$ cat config.mk
export PLATFORM = sky130hd
export DESIGN_NAME = flac_rice_residual_decoder_unit
export DESIGN_NICKNAME = d
export VERILOG_FILES = /design/src/rtl/frr_pkg.sv /design/src/rtl/frr_front.sv /design/src/rtl/frr_back.sv /design/src/rtl/frr_rsp_queue.sv /design/src/rtl/flac_rice_residual_decoder_unit.sv
export SDC_FILE = /design/constraint.sdc
export NUM_CORES = 1
export LEC_CHECK = 0
export ABC_AREA = 1
export BUFFER_PORTS_ARGS = -buffer_cell sky130_fd_sc_hd__buf_2
export CAP_MARGIN = 5
export CORE_MARGIN = 8
export CORE_UTILIZATION = 50
export CTS_CLUSTER_DIAMETER = 200
export DETAILED_ROUTE_END_ITERATION = 10
export PLACE_DENSITY = 0.67
export SKIP_LAST_GASP = 1
export SYNTH_ARGS = -nofsm -noshare
export SYNTH_HDL_FRONTEND = slang
export SYNTH_SLANG_ARGS = --single-unit
$ cat constraint.sdc
create_clock -name clock -period 8.7 [get_ports clock]
set_input_delay 1.74 -clock clock [delete_from_list [all_inputs] [get_ports clock]]
set_output_delay 1.74 -clock clock [all_outputs]
set_load 0.02 [all_outputs]
$ cat src/rtl/frr_pkg.sv
// ----------------------------------------------------------------------------
// frr_pkg
// Shared types and constants for the fixed order-1 rice residual decoder.
// ----------------------------------------------------------------------------
`default_nettype none

package frr_pkg;

   // field widths
   localparam int SAMPLE_W     = 16;
   localparam int BLOCK_W      = 17;
   localparam int COUNT_W      = 16;
   localparam int FIELD_W      = 17;
   localparam int ERROR_W      = 2;

   // queue depths
   localparam int REQ_DEPTH    = 2;
   localparam int RSP_DEPTH    = 4;

   // block size limits and reset value
   localparam logic [BLOCK_W-1:0] BLOCK_SIZE_RESET = 17'd4096;
   localparam logic [BLOCK_W-1:0] BLOCK_SIZE_MAX   = 17'd65536;

   // unary quotient saturates here
   localparam logic [COUNT_W-1:0] MAX_UNARY = 16'hFFFF;

   // request opcodes
   localparam logic OP_START = 1'b0;
   localparam logic OP_BYTE  = 1'b1;

   // residual coding methods
   localparam logic [1:0] METHOD_RICE4 = 2'b00;
   localparam logic [1:0] METHOD_RICE5 = 2'b01;

   // escape codes for the rice parameter
   localparam logic [3:0] ESCAPE_RICE4 = 4'hF;
   localparam logic [4:0] ESCAPE_RICE5 = 5'h1F;

   // error codes
   localparam logic [ERROR_W-1:0] ERR_NONE   = 2'd0;
   localparam logic [ERROR_W-1:0] ERR_METHOD = 2'd1;
   localparam logic [ERROR_W-1:0] ERR_ESCAPE = 2'd2;

   typedef enum logic {
      KIND_START,
      KIND_BYTE
   } kind_type;

   typedef enum logic [2:0] {
      PH_IDLE,
      PH_METHOD,
      PH_ORDER,
      PH_PARAM,
      PH_UNARY,
      PH_REM,
      PH_ERROR
   } phase_type;

   typedef enum logic [1:0] {
      SEQ_TAKE,
      SEQ_BITS,
      SEQ_FLUSH
   } seq_type;

   // classified request held in the front queue
   typedef struct packed {
      kind_type              kind;
      logic [7:0]            stream_byte;
      logic [SAMPLE_W-1:0]   warmup_sample;
   } req_item_type;

   // one result held in the result queue
   typedef struct packed {
      logic [SAMPLE_W-1:0]   sample;
      logic                  last;
      logic                  block_done;
      logic [ERROR_W-1:0]    error;
   } rsp_item_type;

endpackage

`default_nettype wire

$ cat src/rtl/frr_front.sv
// ----------------------------------------------------------------------------
// frr_front
// Request queue: accepts and classifies items ahead of the bit decoder.
// ----------------------------------------------------------------------------
`default_nettype none

module frr_front import frr_pkg::*; #(
   parameter int DEPTH = REQ_DEPTH
) (
   input  wire logic                       clock,
   input  wire logic                       reset,
   input  wire logic                       req_push,
   output      logic                       req_full,
   input  wire logic                       req_opcode,
   input  wire logic [7:0]                 req_stream_byte,
   input  wire logic signed [SAMPLE_W-1:0] req_warmup_sample,
   output      req_item_type               head,
   output      logic                       head_valid,
   input  wire logic                       head_pop
);

   localparam int PTR_W = $clog2(DEPTH);
   localparam int CNT_W = $clog2(DEPTH + 1);

   req_item_type     mem_ff [DEPTH];
   logic [PTR_W-1:0] wr_ptr_ff, wr_ptr_in;
   logic [PTR_W-1:0] rd_ptr_ff, rd_ptr_in;
   logic [CNT_W-1:0] count_ff, count_in;
   logic             do_write;
   logic             do_read;
   req_item_type     new_item;

   assign req_full   = (count_ff == CNT_W'(DEPTH));
   assign head_valid = (count_ff != '0);
   assign head       = mem_ff[rd_ptr_ff];
   assign do_write   = req_push && !req_full;
   assign do_read    = head_pop && head_valid;

   // classify the incoming item
   always_comb begin
      new_item.kind          = (req_opcode == OP_START) ? KIND_START : KIND_BYTE;
      new_item.stream_byte   = req_stream_byte;
      new_item.warmup_sample = req_warmup_sample;
   end

   // pointer and fill count
   always_comb begin
      wr_ptr_in = wr_ptr_ff;
      rd_ptr_in = rd_ptr_ff;
      count_in  = count_ff;
      if (do_write) begin
         wr_ptr_in = (wr_ptr_ff == PTR_W'(DEPTH - 1)) ? '0 : wr_ptr_ff + 1'b1;
      end
      if (do_read) begin
         rd_ptr_in = (rd_ptr_ff == PTR_W'(DEPTH - 1)) ? '0 : rd_ptr_ff + 1'b1;
      end
      if (do_write && !do_read) begin
         count_in = count_ff + 1'b1;
      end else if (!do_write && do_read) begin
         count_in = count_ff - 1'b1;
      end
   end

   always_ff @(posedge clock) begin
      if (reset) begin
         wr_ptr_ff <= '0;
         rd_ptr_ff <= '0;
         count_ff  <= '0;
      end else begin
         wr_ptr_ff <= wr_ptr_in;
         rd_ptr_ff <= rd_ptr_in;
         count_ff  <= count_in;
      end
   end

   // queue storage
   always_ff @(posedge clock) begin
      if (do_write) begin
         mem_ff[wr_ptr_ff] <= new_item;
      end
   end

endmodule

`default_nettype wire

$ cat src/rtl/frr_back.sv
// ----------------------------------------------------------------------------
// frr_back
// Bit-serial residual decoder: one stream bit per cycle while the result queue
// has room, through the method, order, parameter, unary and remainder fields.
// ----------------------------------------------------------------------------
`default_nettype none

module frr_back import frr_pkg::*; (
   input  wire logic                 clock,
   input  wire logic                 reset,
   input  wire logic [BLOCK_W-1:0]   block_size,
   input  wire req_item_type         head,
   input  wire logic                 head_valid,
   output      logic                 head_pop,
   input  wire logic                 out_full,
   output      logic                 out_push,
   output      rsp_item_type         out_item
);

   seq_type              seq_ff, seq_in;
   phase_type            phase_ff, phase_in;
   logic [6:0]           byte_ff, byte_in;
   logic [2:0]           bit_pos_ff, bit_pos_in;
   logic [4:0]           bit_cnt_ff, bit_cnt_in;
   logic [FIELD_W-1:0]   field_ff, field_in;
   logic                 wide5_ff, wide5_in;
   logic [3:0]           order_ff, order_in;
   logic [4:0]           rice_k_ff, rice_k_in;
   logic [COUNT_W-1:0]   unary_ff, unary_in;
   logic [COUNT_W-1:0]   parts_left_ff, parts_left_in;
   logic [COUNT_W-1:0]   samples_left_ff, samples_left_in;
   logic [COUNT_W-1:0]   part_count_ff, part_count_in;
   logic [SAMPLE_W-1:0]  prev_ff, prev_in;
   logic                 pend_valid_ff, pend_valid_in;
   rsp_item_type         pend_ff, pend_in;

   logic [BLOCK_W-1:0]   eff_size;
   logic                 cur_bit;
   logic [FIELD_W-1:0]   fs_shift;
   logic [4:0]           cnt_inc;
   logic [FIELD_W-1:0]   emit_field;
   logic [FIELD_W-1:0]   q_shift;
   logic [FIELD_W-1:0]   folded;
   logic [SAMPLE_W-1:0]  res_word;
   logic [SAMPLE_W-1:0]  emit_sample;
   logic [COUNT_W-1:0]   samples_dec;
   logic [COUNT_W-1:0]   part_dec;
   logic [COUNT_W-1:0]   parts_dec;
   logic [BLOCK_W-1:0]   len_full;
   logic [BLOCK_W-1:0]   len_adj;
   logic                 first_part;
   logic                 param_done;
   logic                 is_escape;

   logic                 step;
   logic                 final_bit;
   logic                 do_emit;
   logic                 res_valid;
   rsp_item_type         res;

   // block size clamped to the supported range
   always_comb begin
      if (block_size == '0) begin
         eff_size = BLOCK_W'(1);
      end else if (block_size > BLOCK_SIZE_MAX) begin
         eff_size = BLOCK_SIZE_MAX;
      end else begin
         eff_size = block_size;
      end
   end

   // current stream bit, msb first
   assign cur_bit  = (seq_ff == SEQ_TAKE) ? head.stream_byte[7] : byte_ff[bit_pos_ff];
   assign fs_shift = {field_ff[FIELD_W-2:0], cur_bit};
   assign cnt_inc  = bit_cnt_ff + 5'd1;

   // residual: quotient and remainder, zigzag unfolded, added with wrap
   assign emit_field  = (phase_ff == PH_REM) ? fs_shift : field_ff;
   assign q_shift     = {1'b0, unary_ff} << rice_k_ff;
   assign folded      = q_shift | emit_field;
   assign res_word    = folded[0] ? ~folded[FIELD_W-1:1] : folded[FIELD_W-1:1];
   assign emit_sample = prev_ff + res_word;

   // counters after one more sample or partition
   assign samples_dec = (samples_left_ff != '0) ? samples_left_ff - 1'b1 : '0;
   assign part_dec    = (part_count_ff != '0) ? part_count_ff - 1'b1 : '0;
   assign parts_dec   = (parts_left_ff != '0) ? parts_left_ff - 1'b1 : '0;

   // partition length, first partition one short
   assign len_full   = eff_size >> order_ff;
   assign first_part = ({1'b0, parts_left_ff} == (BLOCK_W'(1) << order_ff));
   always_comb begin
      if (first_part) begin
         len_adj = (len_full != '0) ? len_full - 1'b1 : '0;
      end else begin
         len_adj = len_full;
      end
   end

   assign param_done = wide5_ff ? (cnt_inc == 5'd5) : (cnt_inc == 5'd4);
   assign is_escape  = wide5_ff ? (fs_shift[4:0] == ESCAPE_RICE5)
                                : (fs_shift[3:0] == ESCAPE_RICE4);

   // sequencer, field decode and result ordering
   always_comb begin
      seq_in          = seq_ff;
      phase_in        = phase_ff;
      byte_in         = byte_ff;
      bit_pos_in      = bit_pos_ff;
      bit_cnt_in      = bit_cnt_ff;
      field_in        = field_ff;
      wide5_in        = wide5_ff;
      order_in        = order_ff;
      rice_k_in       = rice_k_ff;
      unary_in        = unary_ff;
      parts_left_in   = parts_left_ff;
      samples_left_in = samples_left_ff;
      part_count_in   = part_count_ff;
      prev_in         = prev_ff;
      pend_valid_in   = pend_valid_ff;
      pend_in         = pend_ff;
      head_pop        = 1'b0;
      out_push        = 1'b0;
      out_item        = '0;
      step            = 1'b0;
      final_bit       = 1'b0;
      do_emit         = 1'b0;
      res_valid       = 1'b0;
      res             = '0;

      // item sequencing
      case (seq_ff)
         SEQ_TAKE: begin
            if (head_valid && !out_full) begin
               head_pop = 1'b1;
               if (head.kind == KIND_START) begin
                  prev_in             = head.warmup_sample;
                  samples_left_in     = COUNT_W'(eff_size - 1'b1);
                  bit_cnt_in          = '0;
                  field_in            = '0;
                  wide5_in            = 1'b0;
                  order_in            = '0;
                  rice_k_in           = '0;
                  unary_in            = '0;
                  parts_left_in       = '0;
                  part_count_in       = '0;
                  phase_in            = (eff_size == BLOCK_W'(1)) ? PH_IDLE : PH_METHOD;
                  out_push            = 1'b1;
                  out_item.sample     = head.warmup_sample;
                  out_item.last       = 1'b1;
                  out_item.block_done = (eff_size == BLOCK_W'(1));
                  out_item.error      = ERR_NONE;
               end else begin
                  step       = 1'b1;
                  byte_in    = head.stream_byte[6:0];
                  bit_pos_in = 3'd6;
                  seq_in     = SEQ_BITS;
               end
            end
         end
         SEQ_BITS: begin
            if (!out_full) begin
               step       = 1'b1;
               final_bit  = (bit_pos_ff == '0);
               bit_pos_in = bit_pos_ff - 1'b1;
               if (final_bit) begin
                  seq_in = SEQ_TAKE;
               end
            end
         end
         SEQ_FLUSH: begin
            if (!out_full) begin
               out_push      = 1'b1;
               out_item      = pend_ff;
               out_item.last = 1'b1;
               pend_valid_in = 1'b0;
               seq_in        = SEQ_TAKE;
            end
         end
         default: begin
            seq_in = SEQ_TAKE;
         end
      endcase

      if (step) begin
         // field decode of one bit
         case (phase_ff)
            PH_METHOD: begin
               field_in   = fs_shift;
               bit_cnt_in = cnt_inc;
               if (cnt_inc == 5'd2) begin
                  bit_cnt_in = '0;
                  field_in   = '0;
                  phase_in   = PH_ORDER;
                  if (fs_shift[1:0] == METHOD_RICE4) begin
                     wide5_in = 1'b0;
                  end else if (fs_shift[1:0] == METHOD_RICE5) begin
                     wide5_in = 1'b1;
                  end else begin
                     phase_in  = PH_ERROR;
                     res_valid = 1'b1;
                     res.error = ERR_METHOD;
                  end
               end
            end
            PH_ORDER: begin
               field_in   = fs_shift;
               bit_cnt_in = cnt_inc;
               if (cnt_inc == 5'd4) begin
                  order_in      = fs_shift[3:0];
                  parts_left_in = COUNT_W'(1) << fs_shift[3:0];
                  phase_in      = PH_PARAM;
                  bit_cnt_in    = '0;
                  field_in      = '0;
               end
            end
            PH_PARAM: begin
               field_in   = fs_shift;
               bit_cnt_in = cnt_inc;
               if (param_done) begin
                  if (is_escape) begin
                     phase_in  = PH_ERROR;
                     res_valid = 1'b1;
                     res.error = ERR_ESCAPE;
                  end else begin
                     rice_k_in     = fs_shift[4:0];
                     part_count_in = COUNT_W'(len_adj);
                     parts_left_in = parts_dec;
                     bit_cnt_in    = '0;
                     field_in      = '0;
                     unary_in      = '0;
                     if (len_adj != '0) begin
                        phase_in = PH_UNARY;
                     end else if (parts_dec == '0) begin
                        phase_in = PH_IDLE;
                     end else begin
                        phase_in = PH_PARAM;
                     end
                  end
               end
            end
            PH_UNARY: begin
               if (!cur_bit) begin
                  if (unary_ff != MAX_UNARY) begin
                     unary_in = unary_ff + 1'b1;
                  end
               end else if (rice_k_ff == '0) begin
                  do_emit = 1'b1;
               end else begin
                  phase_in   = PH_REM;
                  bit_cnt_in = '0;
                  field_in   = '0;
               end
            end
            PH_REM: begin
               field_in   = fs_shift;
               bit_cnt_in = cnt_inc;
               if (cnt_inc >= rice_k_ff) begin
                  do_emit = 1'b1;
               end
            end
            default: begin
               // idle or after an error: bits are dropped
            end
         endcase

         // one decoded sample
         if (do_emit) begin
            prev_in         = emit_sample;
            samples_left_in = samples_dec;
            part_count_in   = part_dec;
            unary_in        = '0;
            bit_cnt_in      = '0;
            field_in        = '0;
            res_valid       = 1'b1;
            res.sample      = emit_sample;
            res.block_done  = (samples_dec == '0);
            res.error       = ERR_NONE;
            if (samples_dec == '0) begin
               phase_in = PH_IDLE;
            end else if (part_dec != '0) begin
               phase_in = PH_UNARY;
            end else if (parts_left_ff == '0) begin
               phase_in = PH_IDLE;
            end else begin
               phase_in = PH_PARAM;
            end
         end

         // hold back one result so the final one of the item can carry last
         if (!final_bit) begin
            if (res_valid) begin
               if (pend_valid_ff) begin
                  out_push = 1'b1;
                  out_item = pend_ff;
               end
               pend_in       = res;
               pend_valid_in = 1'b1;
            end
         end else begin
            if (res_valid) begin
               if (pend_valid_ff) begin
                  out_push = 1'b1;
                  out_item = pend_ff;
                  pend_in  = res;
                  seq_in   = SEQ_FLUSH;
               end else begin
                  out_push      = 1'b1;
                  out_item      = res;
                  out_item.last = 1'b1;
               end
            end else if (pend_valid_ff) begin
               out_push      = 1'b1;
               out_item      = pend_ff;
               out_item.last = 1'b1;
               pend_valid_in = 1'b0;
            end
         end
      end
   end

   // control and decoder state
   always_ff @(posedge clock) begin
      if (reset) begin
         seq_ff          <= SEQ_TAKE;
         phase_ff        <= PH_IDLE;
         bit_pos_ff      <= '0;
         bit_cnt_ff      <= '0;
         field_ff        <= '0;
         wide5_ff        <= 1'b0;
         order_ff        <= '0;
         rice_k_ff       <= '0;
         unary_ff        <= '0;
         parts_left_ff   <= '0;
         samples_left_ff <= '0;
         part_count_ff   <= '0;
         prev_ff         <= '0;
         pend_valid_ff   <= 1'b0;
      end else begin
         seq_ff          <= seq_in;
         phase_ff        <= phase_in;
         bit_pos_ff      <= bit_pos_in;
         bit_cnt_ff      <= bit_cnt_in;
         field_ff        <= field_in;
         wide5_ff        <= wide5_in;
         order_ff        <= order_in;
         rice_k_ff       <= rice_k_in;
         unary_ff        <= unary_in;
         parts_left_ff   <= parts_left_in;
         samples_left_ff <= samples_left_in;
         part_count_ff   <= part_count_in;
         prev_ff         <= prev_in;
         pend_valid_ff   <= pend_valid_in;
      end
   end

   // payload registers
   always_ff @(posedge clock) begin
      byte_ff <= byte_in;
      pend_ff <= pend_in;
   end

endmodule

`default_nettype wire

$ cat src/rtl/frr_rsp_queue.sv
// ----------------------------------------------------------------------------
// frr_rsp_queue
// Result queue between the bit decoder and the result channel.
// ----------------------------------------------------------------------------
`default_nettype none

module frr_rsp_queue import frr_pkg::*; #(
   parameter int DEPTH = RSP_DEPTH
) (
   input  wire logic          clock,
   input  wire logic          reset,
   input  wire logic          push,
   input  wire rsp_item_type  push_item,
   output      logic          full,
   input  wire logic          pop,
   output      logic          empty,
   output      rsp_item_type  head
);

   localparam int PTR_W = $clog2(DEPTH);
   localparam int CNT_W = $clog2(DEPTH + 1);

   rsp_item_type     mem_ff [DEPTH];
   logic [PTR_W-1:0] wr_ptr_ff, wr_ptr_in;
   logic [PTR_W-1:0] rd_ptr_ff, rd_ptr_in;
   logic [CNT_W-1:0] count_ff, count_in;
   logic             do_write;
   logic             do_read;

   assign full     = (count_ff == CNT_W'(DEPTH));
   assign empty    = (count_ff == '0);
   assign head     = mem_ff[rd_ptr_ff];
   assign do_write = push && !full;
   assign do_read  = pop && !empty;

   // pointer and fill count
   always_comb begin
      wr_ptr_in = wr_ptr_ff;
      rd_ptr_in = rd_ptr_ff;
      count_in  = count_ff;
      if (do_write) begin
         wr_ptr_in = (wr_ptr_ff == PTR_W'(DEPTH - 1)) ? '0 : wr_ptr_ff + 1'b1;
      end
      if (do_read) begin
         rd_ptr_in = (rd_ptr_ff == PTR_W'(DEPTH - 1)) ? '0 : rd_ptr_ff + 1'b1;
      end
      if (do_write && !do_read) begin
         count_in = count_ff + 1'b1;
      end else if (!do_write && do_read) begin
         count_in = count_ff - 1'b1;
      end
   end

   always_ff @(posedge clock) begin
      if (reset) begin
         wr_ptr_ff <= '0;
         rd_ptr_ff <= '0;
         count_ff  <= '0;
      end else begin
         wr_ptr_ff <= wr_ptr_in;
         rd_ptr_ff <= rd_ptr_in;
         count_ff  <= count_in;
      end
   end

   // queue storage
   always_ff @(posedge clock) begin
      if (do_write) begin
         mem_ff[wr_ptr_ff] <= push_item;
      end
   end

endmodule

`default_nettype wire

$ cat src/rtl/flac_rice_residual_decoder_unit.sv
// ----------------------------------------------------------------------------
// flac_rice_residual_decoder_unit
// Fixed order-1 rice residual decoder for one subframe of 16-bit samples.
// ----------------------------------------------------------------------------
// Usage:
//  - req_* is a queue input: an item transfers when req_push is high and
//    req_full is low. A start item (opcode 0) carries the warm-up sample, a
//    byte item (opcode 1) carries eight stream bits, msb first.
//  - rsp_* is a queue output: the oldest result sits on the ports while
//    rsp_empty is low and transfers when rsp_pop is high.
//  - csr_write_enable/csr_write_data set the block size; write it only while
//    the block is idle.
//  - a start item is written through to the result queue as the decoder takes
//    it; a byte item is decoded one stream bit per cycle while the result
//    queue has room, with an extra flush step when a sample is decoded on its
//    final bit while an earlier sample of the same byte is still held back;
//    the bit-serial decoder sets this rate.
//  - a two-entry request queue and a four-entry result queue let each side
//    stall on its own; when the result queue fills, the decoder stops on the
//    current bit and the request queue fills behind it.
//  - synchronous reset empties both queues, sets the block size to 4096 and
//    returns the decoder to idle.
// ----------------------------------------------------------------------------
`default_nettype none

module flac_rice_residual_decoder_unit import frr_pkg::*; #(
   parameter int REQ_QUEUE_DEPTH = REQ_DEPTH,
   parameter int RSP_QUEUE_DEPTH = RSP_DEPTH
) (
   input  wire logic                       clock,
   input  wire logic                       reset,
   input  wire logic                       req_push,
   output      logic                       req_full,
   input  wire logic                       req_opcode,
   input  wire logic [7:0]                 req_stream_byte,
   input  wire logic signed [SAMPLE_W-1:0] req_warmup_sample,
   output      logic                       rsp_empty,
   input  wire logic                       rsp_pop,
   output      logic signed [SAMPLE_W-1:0] rsp_sample,
   output      logic                       rsp_last,
   output      logic                       rsp_block_done,
   output      logic [ERROR_W-1:0]         rsp_error,
   input  wire logic                       csr_write_enable,
   input  wire logic [BLOCK_W-1:0]         csr_write_data
);

   logic [BLOCK_W-1:0] block_size_ff;
   req_item_type       head;
   logic               head_valid;
   logic               head_pop;
   logic               out_full;
   logic               out_push;
   rsp_item_type       out_item;
   rsp_item_type       rsp_head;

   // block size register
   always_ff @(posedge clock) begin
      if (reset) begin
         block_size_ff <= BLOCK_SIZE_RESET;
      end else if (csr_write_enable) begin
         block_size_ff <= csr_write_data;
      end
   end

   // request queue
   frr_front #(
      .DEPTH (REQ_QUEUE_DEPTH)
   ) u_front (
      .clock             (clock),
      .reset             (reset),
      .req_push          (req_push),
      .req_full          (req_full),
      .req_opcode        (req_opcode),
      .req_stream_byte   (req_stream_byte),
      .req_warmup_sample (req_warmup_sample),
      .head              (head),
      .head_valid        (head_valid),
      .head_pop          (head_pop)
   );

   // bit-serial decoder
   frr_back u_back (
      .clock      (clock),
      .reset      (reset),
      .block_size (block_size_ff),
      .head       (head),
      .head_valid (head_valid),
      .head_pop   (head_pop),
      .out_full   (out_full),
      .out_push   (out_push),
      .out_item   (out_item)
   );

   // result queue
   frr_rsp_queue #(
      .DEPTH (RSP_QUEUE_DEPTH)
   ) u_rsp_queue (
      .clock     (clock),
      .reset     (reset),
      .push      (out_push),
      .push_item (out_item),
      .full      (out_full),
      .pop       (rsp_pop),
      .empty     (rsp_empty),
      .head      (rsp_head)
   );

   assign rsp_sample     = rsp_head.sample;
   assign rsp_last       = rsp_head.last;
   assign rsp_block_done = rsp_head.block_done;
   assign rsp_error      = rsp_head.error;

endmodule

`default_nettype wire
# [After elaboration in Yosys (flattened, before gate mapping)]
# Memory sizes are Yosys's and may differ from the RTL's. A register that Yosys moved wholly into a read port is not among the register bits.
# Index checks and enable logic that the tools add are counted.
[classes] addsub=17 order_cmp=3 n_eq_ne=24 shifts=4 n_mux=205 n_bitwise=2 n_reduce_logical=38
[ops] op="$mux 16" n=39
[ops] op="$mux 20" n=14
[ops] op="$mux 17" n=16
[ops] op="$mux 5" n=18
[ops] op="$pmux 17 s5" n=1
[ops] op="$mux 3" n=22
[ops] op="$pmux 16 s2" n=2
[ops] op="$reduce_bool 16->1" n=4
[ops] op="$sub 16x1->16 const B" n=4
[ops] op="$mux 1" n=55
[ops] op="$logic_not 16->1" n=3
[ops] op="$mux 2" n=21
[ops] op="$pmux 20 s2" n=1
[ops] op="$reduce_bool 17->1" n=2
[ops] op="$pmux 5 s5" n=1
[ops] op="$mux 4" n=6
[ops] op="$eq 16x17->1" n=1
[ops] op="$eq 17x1->1 const B" n=1
[ops] op="$gt 17x17->1 const B" n=1
[ops] op="$logic_not 17->1" n=1
[ops] op="$or 17x17->17" n=1
[ops] op="$shl 1x4->17 const A" n=1
[ops] op="$shl 16x5->17" n=1
[ops] op="$shr 17x4->17" n=1
[ops] op="other kinds (39)" n=76
[word_totals] register_bits=176 ramBits=130 inputBits=47 word_cells=321 n_memories=2
[memory_table] name="u_rsp_queue.mem_ff" words=4 width=20 read_ports=1 rd_clocked_by_memory_dff=1 write_ports=1 line_no="frr_rsp_queue.sv:23" source="rsp_item_type mem_ff [DEPTH];"
[memory_table] name="u_front.mem_ff" words=2 width=25 read_ports=1 rd_clocked_by_memory_dff=1 write_ports=1 line_no="frr_front.sv:25" source="req_item_type mem_ff [DEPTH];"

# [Longest topological paths before layout]
[depth] word_depth=18 ltp_mapped=33

# [Modules after synthesis]
# From an unflattened synthesis, not the netlist that was laid out.
[hier_totals] cells_unflattened=2929 area_unflattened_um2=20729.9
[modules_own_cells] module="frr_back" instances=1 cells_per_inst=2442 area_each_um2=14398.8 seq_area_each_um2=3203.1
[modules_own_cells] module="frr_rsp_queue" instances=1 cells_per_inst=265 area_each_um2=3444.6 seq_area_each_um2=2582.5
[modules_own_cells] module="frr_front" instances=1 cells_per_inst=115 area_each_um2=2153.3 seq_area_each_um2=1601.5
[modules_own_cells] module="flac_rice_residual_decoder_unit" instances=1 cells_per_inst=107 area_each_um2=733.2 seq_area_each_um2=340.3

# [Least setup slack after synthesis]
# OpenSTA, ideal clock, no wires.
[synth_path] path_kind="register to register" startpoint="register u_back.bit_pos_ff[0]" endpoint="memory u_rsp_queue.mem_ff[0][19] (netlist bit), data pin" setup_ns=0.261 t_arrival_ns=4.056 required_ns=8.439 setup_slack_ns=4.383 path_stages_with_launch=31 period_less_slack_ns=4.317 path_cell_list="dfxtp_1 inv_2 o21ai_0 o221ai_1 o211ai_1 nand2_2 clkinv_1 nor2_1 a21oi_1 o21ai_2 clkbuf_1 xnor2_1 ha_1 a21oi_1 o21ai_0 nand3_1 nand2_1 nand2_1 nand2_1 nand3_1 nand2_1 nand3_1 nand2_1 a21oi_1 o21bai_1 xnor2_1 inv_1 nor2_1 nand2_1 o211ai_1 a31o_2"
[synth_rtl] element="start, declared" line_no="frr_back.sv:23" source="logic [2:0] bit_pos_ff, bit_pos_in;"
[synth_rtl] element="start signal, assigned" line_no="frr_back.sv:342" source="bit_pos_ff <= bit_pos_in;"
[synth_rtl] element="end, declared" line_no="frr_rsp_queue.sv:23"

==> reports/summary.txt <==
Status -> complete, no violations
DR DRC count -> 0
Vias per cell -> 5.89
Total gr overflow -> 0
Final Hold Fails -> 0
Postcts setup bufs -> 0
Leak Pwr -> 0.00898 uW
GRT Overall Usage -> 0.255
Syn Inst Count -> 2846
Starting Density -> 0.508
Max Cap Viol -> 0
Die width -> 217 um
Hold Crit Class -> register to register
Synth area leader -> edfxtp_1
Die height -> 217 um
Antenna violations before repair -> 0
Crit path top cell by count -> nand2_1
Slowest CP cell -> dfxtp_1
Post-cts gate resize count -> 0
Synth cell types -> 61
Final period utilization -> 0.654
Hold slack -> 0.475 ns
Initial DRC count -> 2087
# port buffers -> 68
CTS Sinks -> 308
Sum Neg Setup Slack -> 0 ns
Global-route wire length before repair -> 98.7 mm
H-tree depth -> 2
Syn Nets -> 2935
Num ports -> 69
Sequential share of power -> 0.310
Yosys reg bits -> 308
Seq/Total Area, Yosys -> 0.382
Placeable core area -> 39800 um^2
RSZ-0062 raised after global routing -> false
Largest net degree at the start of global routing -> 86
Mapped Area -> 20200 um^2
Type of origin of the critical path -> register
Post-synthesis simple-gate area fraction -> 0.285
Area fraction of the dominant cell type after synthesis -> 0.232
Critical path arrival -> 5.98 ns
Main combinational cell family by area after synthesis -> simple AND/OR/NAND/NOR gates
Routability cong. -> 0.923
Clk_skew -> 0.0194 ns
Worst-path maximum fanout -> 26
PD cells -> 285 nW/um^2
Nature of the critical path endpoint -> register
Switch share -> 0.425
Fmax -> 0.176 GHz
Setup-failing EPs final -> 0
Yosys warns -> 0
Worst slew pin tran -> 1.20 ns
Largest stage delay on the critical path -> 0.86 ns
Clock Pin Slew Worst Setup and Hold Paths -> 0.05 ns
Number of global-route vias before repair -> 18300
Drt wl/cell -> 18.3 um
Row count -> 73
Net switching power of the design -> 2690 uW
CTS Buf Count -> 38
Die ar. -> 47100 um^2
Vias -> 20000
Post-synth EDFFs -> 156
Main area contributors after synthesis -> edfxtp_1 (23%), dfxtp_1 (15%), nand2_1 (12%)
CTS tree -> done
Mean Syn Cell Area -> 7.11 um^2
Max-slew violation count -> 0
# hold bufs at CTS -> 0
Share of cells above drive strength 1 -> 0.0815
Detailed placement HPWL -> 44.3 mm
Area growth syn-to-layout -> 9.94%
Clock Path Buffers -> 3
Post-synthesis mux area share -> 0.00198
Main synth FF type -> edfxtp_1
Tmin final -> 5.69 ns
First-pass DRT Iterations -> 7
CTS root buffer -> clkbuf_16
Clk network pwr share -> 0.271
Comb pwr share -> 0.419
Post-Synth XOR/XNOR Area -> 0.0320
Nets -> 2931
Post-route ant nets -> 0
Clk_lat worst skew -> 0.56 ns
Fillers -> 3861
Peak VDD IR -> 0.288 mV
Crit Path Category -> register to register
Final WL -> 62.2 mm
Complex-gate fraction of the synthesized area -> 0.188
Worst Path Required -> 9.00 ns
Slew margin rel. -> 0.200
Synth Area in Adders -> 0.0267
Asr flop ratio synth -> 0
Pint -> 3650 uW
Ant. Diodes -> 0
==> layout make-up <==
cell class | instances | area [um^2] | share of cell area
clock buffer | 43 | 990 | 0.0445
clock inverter | 27 | 365 | 0.0164
inverter | 290 | 1090 | 0.0490
multi-input combinational | 2107 | 10800 | 0.488
sequential | 308 | 7730 | 0.348
tap | 525 | 657 | 0.0295
timing repair buffer | 97 | 561 | 0.0252
==> final timing paths <==
path	cells past startpoint	start	endpoint	slack (ns)
max	29	register	u_rsp_queue.mem_ff[1][19]	3.01
min reg2reg	2	u_front.rd_ptr_ff	u_front.rd_ptr_ff	0.47
max reg2reg	29	register	u_rsp_queue.mem_ff[1][19]	3.01
min	2	u_front.rd_ptr_ff	u_front.rd_ptr_ff	0.47
==> flip-flops by register name, indices dropped and copies added, names as in the netlist, 2 cells and up, named ones only <==
signal,cells
u_rsp_queue.mem_ff,80
u_front.mem_ff,50
u_back.pend_ff,19
block_size_ff,17
u_back.field_ff,17
u_back.part_count_ff,16
u_back.parts_left_ff,16
u_back.prev_ff,16
u_back.samples_left_ff,16
u_back.unary_ff,16
u_back.byte_ff,7
u_back.bit_cnt_ff,5
u_back.rice_k_ff,5
u_back.order_ff,4
u_back.bit_pos_ff,3
u_back.phase_ff,3
u_rsp_queue.count_ff,3
u_back.seq_ff,2
u_front.count_ff,2
u_rsp_queue.rd_ptr_ff,2
u_rsp_queue.wr_ptr_ff,2
==> power by group through the flow <==
stage | Sequential, uW | Combinational, uW | Clock, uW
6_report | 1960 | 2660 | 1720
5_1_grt | 1990 | 2930 | 1800
4_1_cts | 1960 | 2620 | 1750
3_5_place_dp | 1990 | 2610 | 0
3_3_place_gp | 1990 | 2570 | 0
2_1_floorplan | 1920 | 1930 | 0
==> synthesized netlist by cell type, types with 10 or more instances <==
master and instances:
o2111ai_1 22, nand3_2 17, xor2_1 58, buf_1 15, o22ai_1 38, a21oi_1 190, o211ai_1 40, o221ai_1 22
nand2_1 622, inv_1 272, a211oi_1 12, nor3_1 42, xnor2_1 16, edfxtp_1 156, a31oi_1 19, nand2_2 10
clkbuf_1 104, a22oi_1 12, nand3_1 192, nand4_1 36, dfxtp_1 152, ha_1 40, o21ai_0 232, buf_2 15
nor4_1 16, a221oi_1 19, nor2_1 372
==> per-stage QoR <==
step / cells / total power, uW / instance area [um^2] / util / setup slack [ns]
3_5_place_dp: 3327 / 4600 / 20900 / 0.524 / 3.03
5_1_grt: 3397 / 6730 / 22200 / 0.558 / 2.53
4_1_cts: 3397 / 6330 / 22200 / 0.558 / 3.02
2_1_floorplan: 2846 / 3850 / 20200 / - / 4.38
3_3_place_gp: 3327 / 4550 / 20900 / 0.524 / 3.13
6_report: 3397 / 6350 / 22200 / 0.558 / 3.01
==> cells in the final DEF, fill, tap and decap left out, types with 9 or more instances in the layout <==
master	n
nand2_1	622
nor2_1	367
inv_1	271
o21ai_0	232
nand3_1	192
a21oi_1	189
edfxtp_1	156
dfxtp_1	152
buf_2	67
xor2_1	58
nor3_1	41
o211ai_1	40
ha_1	40
o22ai_1	38
clkbuf_16	38
nand4_1	36
buf_4	30
o221ai_1	22
o2111ai_1	22
a221oi_1	19
a31oi_1	19
nand3_2	17
xnor2_1	16
nor4_1	16
clkinv_1	14
a211oi_1	12
a22oi_1	12
nor2_2	11
nand2_2	10
inv_2	9
==> cell families after synthesis <==
| kind of cell | after synthesis |
|---|---|
| xor gates and xnor gates | 74 |
| AOI/OAI and AO/OA | 645 |
| DFF | 308 |
| buffers and inverters | 431 |
| muxes | 4 |
| adders and majority gates | 42 |
| and+or+nand+nor | 1342 |
==> metal layers <==
metal	global-route usage	vias to the layer above	wire length [um]
met2	0.387	907	27100
met1	0.363	9272	27600
met5	0	-	0
met4	0.0845	0	1630
li1	-	9705	-
met3	0.0465	108	5840
==> worst max-delay path: cells and delay by family, from the launching register on <==
kind / cells / cell delay, ns
buf+inv: 4 / 1.11
compound gates: 10 / 1.66
xor+xnor: 2 / 0.29
fa+ha+maj: 1 / 0.30
flops: 1 / 0.86
simple gates: 12 / 1.20
Power figures use the tool's default switching activity.
